File: config.mk
export PLATFORM = sky130hd
export DESIGN_NAME = utf16be_bom_to_utf8_decoder_top
export DESIGN_NICKNAME = d
export VERILOG_FILES = /design/src/u16u8_pkg.sv /design/src/u16u8_front.sv /design/src/u16u8_queue.sv /design/src/u16u8_back.sv /design/src/utf16be_bom_to_utf8_decoder_top.sv
export SDC_FILE = /design/constraint.sdc
export NUM_CORES = 1
export LEC_CHECK = 0
export ABC_AREA = 1
export BUFFER_PORTS_ARGS = -buffer_cell sky130_fd_sc_hd__buf_2
export CAP_MARGIN = 10
export CORE_ASPECT_RATIO = 1.5
export CORE_MARGIN = 8
export CORE_UTILIZATION = 50
export CTS_CLUSTER_DIAMETER = 120
export DETAILED_ROUTE_END_ITERATION = 6
export PLACE_DENSITY = 0.67
export SLEW_MARGIN = 20
export SYNTH_ARGS = -nofsm -noshare
export SYNTH_HDL_FRONTEND = slang
export SYNTH_SLANG_ARGS = --single-unit
File: constraint.sdc
create_clock -name clock -period 3.8 [get_ports clock]
set_clock_uncertainty 0.15 [all_clocks]
set_input_delay 0.38 -clock clock [delete_from_list [all_inputs] [get_ports clock]]
set_output_delay 0.38 -clock clock [all_outputs]
set_load 0.01 [all_outputs]
File: src/u16u8_pkg.sv
// Shared types, constants and UTF-8 encoding functions for the UTF-16BE/Latin-1 to UTF-8 decoder.
package u16u8_pkg;

   localparam int QUEUE_DEPTH = 2;
   localparam int QPTR_W      = (QUEUE_DEPTH > 1) ? $clog2(QUEUE_DEPTH) : 1;
   localparam int QCNT_W      = $clog2(QUEUE_DEPTH + 1);

   localparam logic [7:0]  BOM_FIRST     = 8'hFE;
   localparam logic [7:0]  BOM_SECOND    = 8'hFF;
   localparam logic [5:0]  SURR_HIGH_TAG = 6'b110110;
   localparam logic [5:0]  SURR_LOW_TAG  = 6'b110111;
   localparam logic [20:0] SUPP_BASE     = 21'h10000;

   localparam logic [1:0] LEN_ONE   = 2'd0;
   localparam logic [1:0] LEN_TWO   = 2'd1;
   localparam logic [1:0] LEN_THREE = 2'd2;
   localparam logic [1:0] LEN_FOUR  = 2'd3;

   typedef enum logic [3:0] {
      MODE_FIRST  = 4'b0001,
      MODE_HELD   = 4'b0010,
      MODE_UTF16  = 4'b0100,
      MODE_LATIN1 = 4'b1000
   } mode_type;

   typedef struct packed {
      logic [20:0] cp0;
      logic [1:0]  len0;
      logic        has_cp0;
      logic [20:0] cp1;
      logic [1:0]  len1;
      logic        has_cp1;
      logic        last;
   } job_type;

   function automatic logic [1:0] cp_len(input logic [20:0] cp);
      logic [1:0] len;
      if (|cp[20:16]) begin
         len = LEN_FOUR;
      end else if (|cp[15:11]) begin
         len = LEN_THREE;
      end else if (|cp[10:7]) begin
         len = LEN_TWO;
      end else begin
         len = LEN_ONE;
      end
      return len;
   endfunction

   function automatic logic [7:0] enc_byte(input logic [20:0] cp, input logic [1:0] len,
                                           input logic [1:0] idx);
      logic [7:0] b;
      b = {2'b10, cp[5:0]};
      case (len)
         LEN_ONE: begin
            b = cp[7:0];
         end
         LEN_TWO: begin
            if (idx == 2'd0) begin
               b = {3'b110, cp[10:6]};
            end
         end
         LEN_THREE: begin
            case (idx)
               2'd0:    b = {4'b1110, cp[15:12]};
               2'd1:    b = {2'b10, cp[11:6]};
               default: b = {2'b10, cp[5:0]};
            endcase
         end
         default: begin
            case (idx)
               2'd0:    b = {5'b11110, cp[20:18]};
               2'd1:    b = {2'b10, cp[17:12]};
               2'd2:    b = {2'b10, cp[11:6]};
               default: b = {2'b10, cp[5:0]};
            endcase
         end
      endcase
      return b;
   endfunction

endpackage

File: src/u16u8_front.sv
// Front end: accepts input bytes, tracks mark and surrogate state, issues code-point jobs.
module u16u8_front (
   input  logic               clock,
   input  logic               reset,
   input  logic               req_tvalid,
   output logic               req_tready,
   input  logic [7:0]         req_tdata,
   input  logic               req_tlast,
   input  logic               q_full,
   output logic               q_push,
   output u16u8_pkg::job_type q_job
);

   u16u8_pkg::mode_type mode_ff, mode_in;
   logic [7:0]  held_ff, held_in;
   logic [7:0]  high_ff, high_in;
   logic        phase_ff, phase_in;
   logic [9:0]  pend_ff, pend_in;
   logic        pend_v_ff, pend_v_in;
   logic        accept;
   logic [15:0] unit;
   logic        is_high;
   logic        is_low;
   logic        emit_unit;
   u16u8_pkg::job_type job;

   assign req_tready = !q_full;
   assign accept     = req_tvalid && req_tready;
   assign unit       = {high_ff, req_tdata};
   assign is_high    = (unit[15:10] == u16u8_pkg::SURR_HIGH_TAG);
   assign is_low     = (unit[15:10] == u16u8_pkg::SURR_LOW_TAG);
   assign emit_unit  = !is_high || req_tlast;

   always_comb begin
      mode_in   = mode_ff;
      held_in   = held_ff;
      high_in   = high_ff;
      phase_in  = phase_ff;
      pend_in   = pend_ff;
      pend_v_in = pend_v_ff;
      job       = '0;
      case (mode_ff)
         u16u8_pkg::MODE_FIRST: begin
            held_in = req_tdata;
            mode_in = u16u8_pkg::MODE_HELD;
            if (req_tlast) begin
               job.has_cp0 = 1'b1;
               job.cp0     = {13'd0, req_tdata};
            end
         end
         u16u8_pkg::MODE_HELD: begin
            if (held_ff == u16u8_pkg::BOM_FIRST && req_tdata == u16u8_pkg::BOM_SECOND) begin
               mode_in  = u16u8_pkg::MODE_UTF16;
               phase_in = 1'b0;
            end else begin
               mode_in     = u16u8_pkg::MODE_LATIN1;
               job.has_cp0 = 1'b1;
               job.cp0     = {13'd0, held_ff};
               job.has_cp1 = 1'b1;
               job.cp1     = {13'd0, req_tdata};
            end
         end
         u16u8_pkg::MODE_UTF16: begin
            if (!phase_ff) begin
               high_in  = req_tdata;
               phase_in = 1'b1;
               if (req_tlast && pend_v_ff) begin
                  job.has_cp0 = 1'b1;
                  job.cp0     = {5'd0, u16u8_pkg::SURR_HIGH_TAG, pend_ff};
               end
            end else begin
               phase_in = 1'b0;
               if (pend_v_ff && is_low) begin
                  job.has_cp0 = 1'b1;
                  job.cp0     = u16u8_pkg::SUPP_BASE + {1'b0, pend_ff, unit[9:0]};
                  pend_v_in   = 1'b0;
               end else begin
                  if (pend_v_ff) begin
                     job.has_cp0 = 1'b1;
                     job.cp0     = {5'd0, u16u8_pkg::SURR_HIGH_TAG, pend_ff};
                     job.has_cp1 = emit_unit;
                     job.cp1     = {5'd0, unit};
                  end else begin
                     job.has_cp0 = emit_unit;
                     job.cp0     = {5'd0, unit};
                  end
                  pend_v_in = is_high && !req_tlast;
                  pend_in   = unit[9:0];
               end
            end
         end
         u16u8_pkg::MODE_LATIN1: begin
            job.has_cp0 = 1'b1;
            job.cp0     = {13'd0, req_tdata};
         end
         default: begin
            mode_in = u16u8_pkg::MODE_FIRST;
         end
      endcase
      job.len0 = u16u8_pkg::cp_len(job.cp0);
      job.len1 = u16u8_pkg::cp_len(job.cp1);
      job.last = req_tlast;
      if (req_tlast) begin
         mode_in   = u16u8_pkg::MODE_FIRST;
         held_in   = 8'd0;
         high_in   = 8'd0;
         phase_in  = 1'b0;
         pend_in   = 10'd0;
         pend_v_in = 1'b0;
      end
   end

   assign q_push = accept && (job.has_cp0 || req_tlast);
   assign q_job  = job;

   always_ff @(posedge clock) begin
      if (reset) begin
         mode_ff   <= u16u8_pkg::MODE_FIRST;
         held_ff   <= 8'd0;
         high_ff   <= 8'd0;
         phase_ff  <= 1'b0;
         pend_ff   <= 10'd0;
         pend_v_ff <= 1'b0;
      end else if (accept) begin
         mode_ff   <= mode_in;
         held_ff   <= held_in;
         high_ff   <= high_in;
         phase_ff  <= phase_in;
         pend_ff   <= pend_in;
         pend_v_ff <= pend_v_in;
      end
   end

endmodule

File: src/u16u8_queue.sv
// Short job queue between the front end and the byte encoder.
module u16u8_queue (
   input  logic               clock,
   input  logic               reset,
   input  logic               push,
   input  u16u8_pkg::job_type push_job,
   output logic               full,
   input  logic               pop,
   output logic               pop_valid,
   output u16u8_pkg::job_type pop_job
);

   u16u8_pkg::job_type slots_ff [u16u8_pkg::QUEUE_DEPTH];
   logic [u16u8_pkg::QPTR_W-1:0] wr_ptr_ff, wr_ptr_in;
   logic [u16u8_pkg::QPTR_W-1:0] rd_ptr_ff, rd_ptr_in;
   logic [u16u8_pkg::QCNT_W-1:0] count_ff, count_in;
   logic do_push;
   logic do_pop;

   assign full      = (count_ff == u16u8_pkg::QCNT_W'(u16u8_pkg::QUEUE_DEPTH));
   assign pop_valid = (count_ff != '0);
   assign pop_job   = slots_ff[rd_ptr_ff];
   assign do_push   = push && !full;
   assign do_pop    = pop && pop_valid;

   always_comb begin
      wr_ptr_in = wr_ptr_ff;
      rd_ptr_in = rd_ptr_ff;
      count_in  = count_ff;
      if (do_push) begin
         wr_ptr_in = (wr_ptr_ff == u16u8_pkg::QPTR_W'(u16u8_pkg::QUEUE_DEPTH - 1)) ? '0
                     : wr_ptr_ff + 1'b1;
      end
      if (do_pop) begin
         rd_ptr_in = (rd_ptr_ff == u16u8_pkg::QPTR_W'(u16u8_pkg::QUEUE_DEPTH - 1)) ? '0
                     : rd_ptr_ff + 1'b1;
      end
      if (do_push && !do_pop) begin
         count_in = count_ff + 1'b1;
      end else if (do_pop && !do_push) begin
         count_in = count_ff - 1'b1;
      end
   end

   always_ff @(posedge clock) begin
      if (reset) begin
         wr_ptr_ff <= '0;
         rd_ptr_ff <= '0;
         count_ff  <= '0;
      end else begin
         wr_ptr_ff <= wr_ptr_in;
         rd_ptr_ff <= rd_ptr_in;
         count_ff  <= count_in;
      end
   end

   always_ff @(posedge clock) begin
      if (do_push) begin
         slots_ff[wr_ptr_ff] <= push_job;
      end
   end

endmodule

File: src/u16u8_back.sv
// Back end: expands code-point jobs into UTF-8 bytes through a registered output stage.
module u16u8_back (
   input  logic               clock,
   input  logic               reset,
   input  logic               q_valid,
   input  u16u8_pkg::job_type q_job,
   output logic               q_pop,
   output logic               rsp_tvalid,
   input  logic               rsp_tready,
   output logic [15:0]        rsp_tdata,
   output logic               rsp_tuser,
   output logic               rsp_tlast
);

   u16u8_pkg::job_type job_ff, job_in;
   logic       job_valid_ff, job_valid_in;
   logic       sel_ff, sel_in;
   logic [1:0] idx_ff, idx_in;
   logic       rsp_valid_ff, rsp_valid_in;
   logic [7:0] byte_ff, byte_in;
   logic       oval_ff, oval_in;
   logic       run_last_ff, run_last_in;
   logic       end_ff, end_in;
   logic        load;
   logic        emit;
   logic        marker;
   logic [20:0] cur_cp;
   logic [1:0]  cur_len;
   logic        cp_done;
   logic        job_done;

   assign load     = !rsp_valid_ff || rsp_tready;
   assign emit     = job_valid_ff && load;
   assign marker   = !job_ff.has_cp0;
   assign cur_cp   = sel_ff ? job_ff.cp1 : job_ff.cp0;
   assign cur_len  = sel_ff ? job_ff.len1 : job_ff.len0;
   assign cp_done  = (idx_ff == cur_len);
   assign job_done = marker || (cp_done && (sel_ff || !job_ff.has_cp1));
   assign q_pop    = q_valid && (!job_valid_ff || (emit && job_done));

   always_comb begin
      job_in       = job_ff;
      job_valid_in = job_valid_ff;
      sel_in       = sel_ff;
      idx_in       = idx_ff;
      rsp_valid_in = rsp_valid_ff;
      byte_in      = byte_ff;
      oval_in      = oval_ff;
      run_last_in  = run_last_ff;
      end_in       = end_ff;
      if (emit) begin
         rsp_valid_in = 1'b1;
         byte_in      = marker ? 8'd0 : u16u8_pkg::enc_byte(cur_cp, cur_len, idx_ff);
         oval_in      = !marker;
         run_last_in  = job_done;
         end_in       = job_done && job_ff.last;
      end else if (rsp_tready) begin
         rsp_valid_in = 1'b0;
      end
      if (!job_valid_ff || (emit && job_done)) begin
         job_valid_in = q_valid;
         job_in       = q_job;
         sel_in       = 1'b0;
         idx_in       = 2'd0;
      end else if (emit && cp_done) begin
         sel_in = 1'b1;
         idx_in = 2'd0;
      end else if (emit) begin
         idx_in = idx_ff + 2'd1;
      end
   end

   always_ff @(posedge clock) begin
      if (reset) begin
         job_valid_ff <= 1'b0;
         sel_ff       <= 1'b0;
         idx_ff       <= 2'd0;
         rsp_valid_ff <= 1'b0;
      end else begin
         job_valid_ff <= job_valid_in;
         sel_ff       <= sel_in;
         idx_ff       <= idx_in;
         rsp_valid_ff <= rsp_valid_in;
      end
   end

   always_ff @(posedge clock) begin
      job_ff      <= job_in;
      byte_ff     <= byte_in;
      oval_ff     <= oval_in;
      run_last_ff <= run_last_in;
      end_ff      <= end_in;
   end

   assign rsp_tvalid = rsp_valid_ff;
   assign rsp_tdata  = {7'd0, run_last_ff, byte_ff};
   assign rsp_tuser  = oval_ff;
   assign rsp_tlast  = end_ff;

`ifndef SYNTH
   a_marker_closes: assert property (@(posedge clock) disable iff (reset)
      rsp_valid_ff && !oval_ff |-> run_last_ff && end_ff)
      else $error("end marker without run and string end");
   a_end_in_run: assert property (@(posedge clock) disable iff (reset)
      rsp_valid_ff && end_ff |-> run_last_ff)
      else $error("string end on a word that does not close its run");
   a_marker_job: assert property (@(posedge clock) disable iff (reset)
      job_valid_ff && !job_ff.has_cp0 |-> !job_ff.has_cp1 && job_ff.last)
      else $error("marker job carries a code point or is not final");
   a_second_cp: assert property (@(posedge clock) disable iff (reset)
      job_valid_ff && sel_ff |-> job_ff.has_cp1)
      else $error("encoder selected an absent second code point");
`endif

endmodule

File: src/utf16be_bom_to_utf8_decoder_top.sv
// Top level of the UTF-16BE/Latin-1 to UTF-8 decoder.
//
//   channel | direction | tdata                         | tuser     | tlast
//   req     | in        | [7:0] in_byte                 | -         | last_byte
//   rsp     | out       | [7:0] out_byte, [8] run_last  | out_valid | string_end
//
// One input word is taken per cycle while the two-entry job queue has room.
// The encoder sends one UTF-8 byte per cycle unless rsp_tready stalls it; a word yields
// at most 6 bytes, a final word with no byte yields one end marker, any other word none.
// The first byte of a word passes through a queue slot, the job register and the output register.
// Synchronous reset clears mode, surrogate state, queue and the output valid flag.
// rsp_tready low holds the output register; the queue then fills and req_tready drops.
module utf16be_bom_to_utf8_decoder_top (
   input  logic        clock,
   input  logic        reset,
   input  logic        req_tvalid,
   output logic        req_tready,
   input  logic [7:0]  req_tdata,   // [7:0] in_byte
   input  logic        req_tlast,
   output logic        rsp_tvalid,
   input  logic        rsp_tready,
   output logic [15:0] rsp_tdata,   // [7:0] out_byte, [8] run_last, [15:9] zero
   output logic        rsp_tuser,   // [0] out_valid
   output logic        rsp_tlast
);

   u16u8_pkg::job_type push_job;
   u16u8_pkg::job_type pop_job;
   logic q_push;
   logic q_full;
   logic q_pop;
   logic q_valid;

   u16u8_front u_front (
      .clock      (clock),
      .reset      (reset),
      .req_tvalid (req_tvalid),
      .req_tready (req_tready),
      .req_tdata  (req_tdata),
      .req_tlast  (req_tlast),
      .q_full     (q_full),
      .q_push     (q_push),
      .q_job      (push_job)
   );

   u16u8_queue u_queue (
      .clock     (clock),
      .reset     (reset),
      .push      (q_push),
      .push_job  (push_job),
      .full      (q_full),
      .pop       (q_pop),
      .pop_valid (q_valid),
      .pop_job   (pop_job)
   );

   u16u8_back u_back (
      .clock      (clock),
      .reset      (reset),
      .q_valid    (q_valid),
      .q_job      (pop_job),
      .q_pop      (q_pop),
      .rsp_tvalid (rsp_tvalid),
      .rsp_tready (rsp_tready),
      .rsp_tdata  (rsp_tdata),
      .rsp_tuser  (rsp_tuser),
      .rsp_tlast  (rsp_tlast)
   );

endmodule
==> results.sh <==
export IMPL_status="finished clean"
export IMPL_wire_per_inst_microns=17.98
export IMPL_final_nets=819
export IMPL_grt_start_max_net_pins=49
export IMPL_cts_buffers=17
export IMPL_final_common_cell="edfxtp_1"
export IMPL_cts_buffer_depth=2
export IMPL_die_x_microns=121
export IMPL_grt_pass1_vias=5536
export IMPL_hp_class="in -> reg"
export IMPL_ys_types=39
export IMPL_cp_end_kind="register"
export IMPL_place_area_sq_um=8563
export IMPL_synth_top_cell_area_share_pct=51.93
export IMPL_reg2reg_depth=7
export IMPL_dr_pass1_iters=7
export IMPL_seq_area_frac_synth_pct=61.86
export IMPL_initial_utilization_pct=51.08
export IMPL_final_hold_viol_count=0
export IMPL_layout_setup_ws_ns=1.172
export IMPL_insertion_delay_ns=0.41
export IMPL_grt_usage_pct=17.56
export IMPL_portBuffers=25
export IMPL_synth_area_leaders="edfxtp_1 (52%), dfxtp_1 (9.9%), mux2_2 (6.0%)"
export IMPL_crit_arrival_ns=2.52
export IMPL_yosys_area_share_simple_pct=13.50
export IMPL_synth_compound_area_share_pct=9.759
export IMPL_synth_avg_cell_area_sq_um=10.77
export IMPL_die_area_sq_um=20990
export IMPL_dp_cells=982
export IMPL_synth_xor_area_share_pct=0.2118
export IMPL_rsz0062_at_grt="false"
export IMPL_io_pins=33
export IMPL_crit_slowest_cell="dfxtp_1"
export IMPL_max_stage_delay_ns=0.56
export IMPL_power_density_nw_per_um2=670.1
export IMPL_cts_tree="done"
export IMPL_synthArstFlopShare_pct=0
export IMPL_r2r_setup_slack_ns=1.17
export IMPL_synthMuxAreaShare_pct=6.839
export IMPL_cts_hold_buffers=0
export IMPL_grt_first_pass_wirelength_microns=28550
export IMPL_post_place_ws_ns=1.068
export IMPL_startpoint_type="register"
export IMPL_critical_path_class="reg -> reg"
export IMPL_fin_crit_sh_pct=69.15
export IMPL_required_ns=3.70
export IMPL_synth_seq_cells=184
export IMPL_synth_top_family_by_area="simple AND/OR/NAND/NOR gates"
export IMPL_setup_tns_ns=0
export IMPL_fmax_mhz=380.6
export IMPL_viasPerCell=5.460
export IMPL_setup_viol=0
export IMPL_drtIter0Drc=395
export IMPL_num_vias=5531
export IMPL_cts_resized=0
export IMPL_rows=57
export IMPL_finalPower_uw=6125
export IMPL_htreeDepth=4
export IMPL_ys_flop_type="edfxtp_1"
export IMPL_slew_viol_final=0
export IMPL_diodes=0
export IMPL_wirelength_microns=18210
export IMPL_antenna_found_initial=0
export IMPL_r2r_start="u_front.phase_ff$_SDFFE_PP0P_"
export IMPL_cts_root_buffer="clkbuf_16"
export IMPL_whs_path_depth=4
export IMPL_path_cells="inv_1 -> a21oi_2 -> nand2_1 -> nand4_1 -> nand2_1 -> nor2_4 -> buf_4"
export IMPL_area_delta_synth_final_pct=10.55
export IMPL_fin_cells=1013
export IMPL_cts_sinks=184
export IMPL_final_cell_mix="edfxtp_1 (143), nand2_1 (126), inv_1 (87)"
export IMPL_drive_gt1_share_pct=15.74
export IMPL_synth_edf_count=143
export IMPL_final_area_sq_um=9141
export IMPL_synth_area_leader_cell="edfxtp_1"
export IMPL_whs_endpoint="u_back.rsp_tvalid$_SDFFE_PP0P_"
export IMPL_path_max_fanout=41
export IMPL_crit_top_cell="nand2_1"
export IMPL_clkTransAtPathRegs_ns=0.07
export IMPL_max_slew_margin_pct=30.76
export IMPL_syn_area_sq_um=8269
export IMPL_die_y_microns=173.5
export IMPL_core_sq_um=16190
export IMPL_place_hpwl_microns=13620
export IMPL_overflow=0
export IMPL_irDropWorstVdd_mv=0.2958
export IMPL_yosysWarnings=0
export IMPL_fin_crit_ns=2.628
export IMPL_drc_errors=0
export IMPL_cts_setup_buffers=0
export IMPL_r2r_end="u_queue.slots_ff[1][9]$_DFFE_PP_"
export IMPL_p_leak_uw=0.003572
export IMPL_syn_inst=768
export IMPL_maxCapViolations=0
export IMPL_synthAdderAreaFrac_pct=1.664
export IMPL_worstMarginPinSlew_ns=1.032
export IMPL_antenna_left=0
export IMPL_hold_start="rsp_tready"
export IMPL_gp_congestion=0.9238
where the power goes:
| group | internal [uW] | switching (uW) |
|---|---|---|
| combinational | 527 | 897 |
| clock | 975 | 735 |
| sequential | 2750 | 240 |
| total | 4250 | 1870 |
flip-flops by register name, summed over array words and instances (netlist names), 2 cells and up:
register          flops
u_back.byte_ff        8
u_back.idx_ff         2
u_back.job_ff        44
u_front.held_ff       8
u_front.high_ff       8
u_front.mode_ff       4
u_front.pend_ff      10
u_queue.count_ff      2
u_queue.slots_ff     88
cells in the mapped netlist (2+ instances only):
library cell  count
nand2_2           5
nand2_4           2
o21ai_0          51
or2_2             2
nand3_1          33
nor3_1            3
nand2_1         126
o21ai_1           4
a211oi_1          8
nand4_1           7
nor2_1           82
o22ai_1           5
mux2_2           44
edfxtp_1        143
ha_1             11
inv_1            87
mux2i_1           7
clkbuf_1          6
dfxtp_1          41
o211ai_1          7
o221ai_1          6
buf_4            13
a21oi_4           4
a21oi_1          46
inv_2             3
buf_2             9
how the worst max path moves through the flow:
stage	slack, ns	cells after the start	start	endpoint
4_1_cts	1.18	12	u_front.mode_ff[2]$_SDFFE_PP0P_	u_queue.count_ff[1]$_SDFFE_PP0P_
6_report	1.17	7	u_front.phase_ff$_SDFFE_PP0P_	u_queue.slots_ff[1][9]$_DFFE_PP_
3_3_place_gp	1.17	8	req_tlast	u_queue.slots_ff[0][4]$_DFFE_PP_
3_5_place_dp	1.07	8	req_tlast	u_queue.slots_ff[1][7]$_DFFE_PP_
2_1_floorplan	0.32	7	u_front.mode_ff[0]$_SDFFE_PP1P_	u_queue.slots_ff[0][0]$_DFFE_PP_
5_1_grt	1.01	7	u_front.phase_ff$_SDFFE_PP0P_	u_queue.slots_ff[1][5]$_DFFE_PP_
through the flow:
| stage | hold WS [ns] | util (%) |
|---|---|---|
| finish | 0.09208 | 56.46 |
| detailed placement | 0.3147 | 52.89 |
| CTS | 0.08048 | 56.45 |
| floorplan | 0.2937 | - |
| global placement | 0.3236 | 52.89 |
| global route | 0.1117 | 56.46 |
cell families (layout without fill, tap and decap cells):
logic type | Yosys count | after routing
AO/OA/AOI/OAI | 136 | 136
XOR/XNOR | 2 | 2
adder cells (fa/ha/maj) | 11 | 11
buffers and inverters | 119 | 152
flip-flops | 184 | 184
multiplexers | 51 | 51
other | 1 | 7
AND/OR/NAND/NOR | 264 | 264
metal layers:
metal	GRT usage, %	vias to the layer above	wire, microns
met5	0	-	0
met4	11.03	0	982
met3	3.130	48	732
met2	31.66	179	9610
met1	18.14	2617	6886
li1	-	2687	-
layout make-up:
type                    instances  area (sq um)
clock buffers                  18         429.2
clock inverters                13         146.4
multi-input cells             471          2685
well taps                     206         257.7
fillers                      1358          7048
flip-flops and latches        184          5119
repair buffers                 30         162.7
inverters                      91         341.6
worst max-delay path: cells and delay by family, from the launching register on:
| kind | cells | cell delay (ns) |
|---|---|---|
| flops | 1 | 0.56 |
| buf+inv | 2 | 0.65 |
| simple gates | 4 | 0.58 |
| compound gates | 1 | 0.27 |
Note: power is estimated with default switching activity, not from simulation.
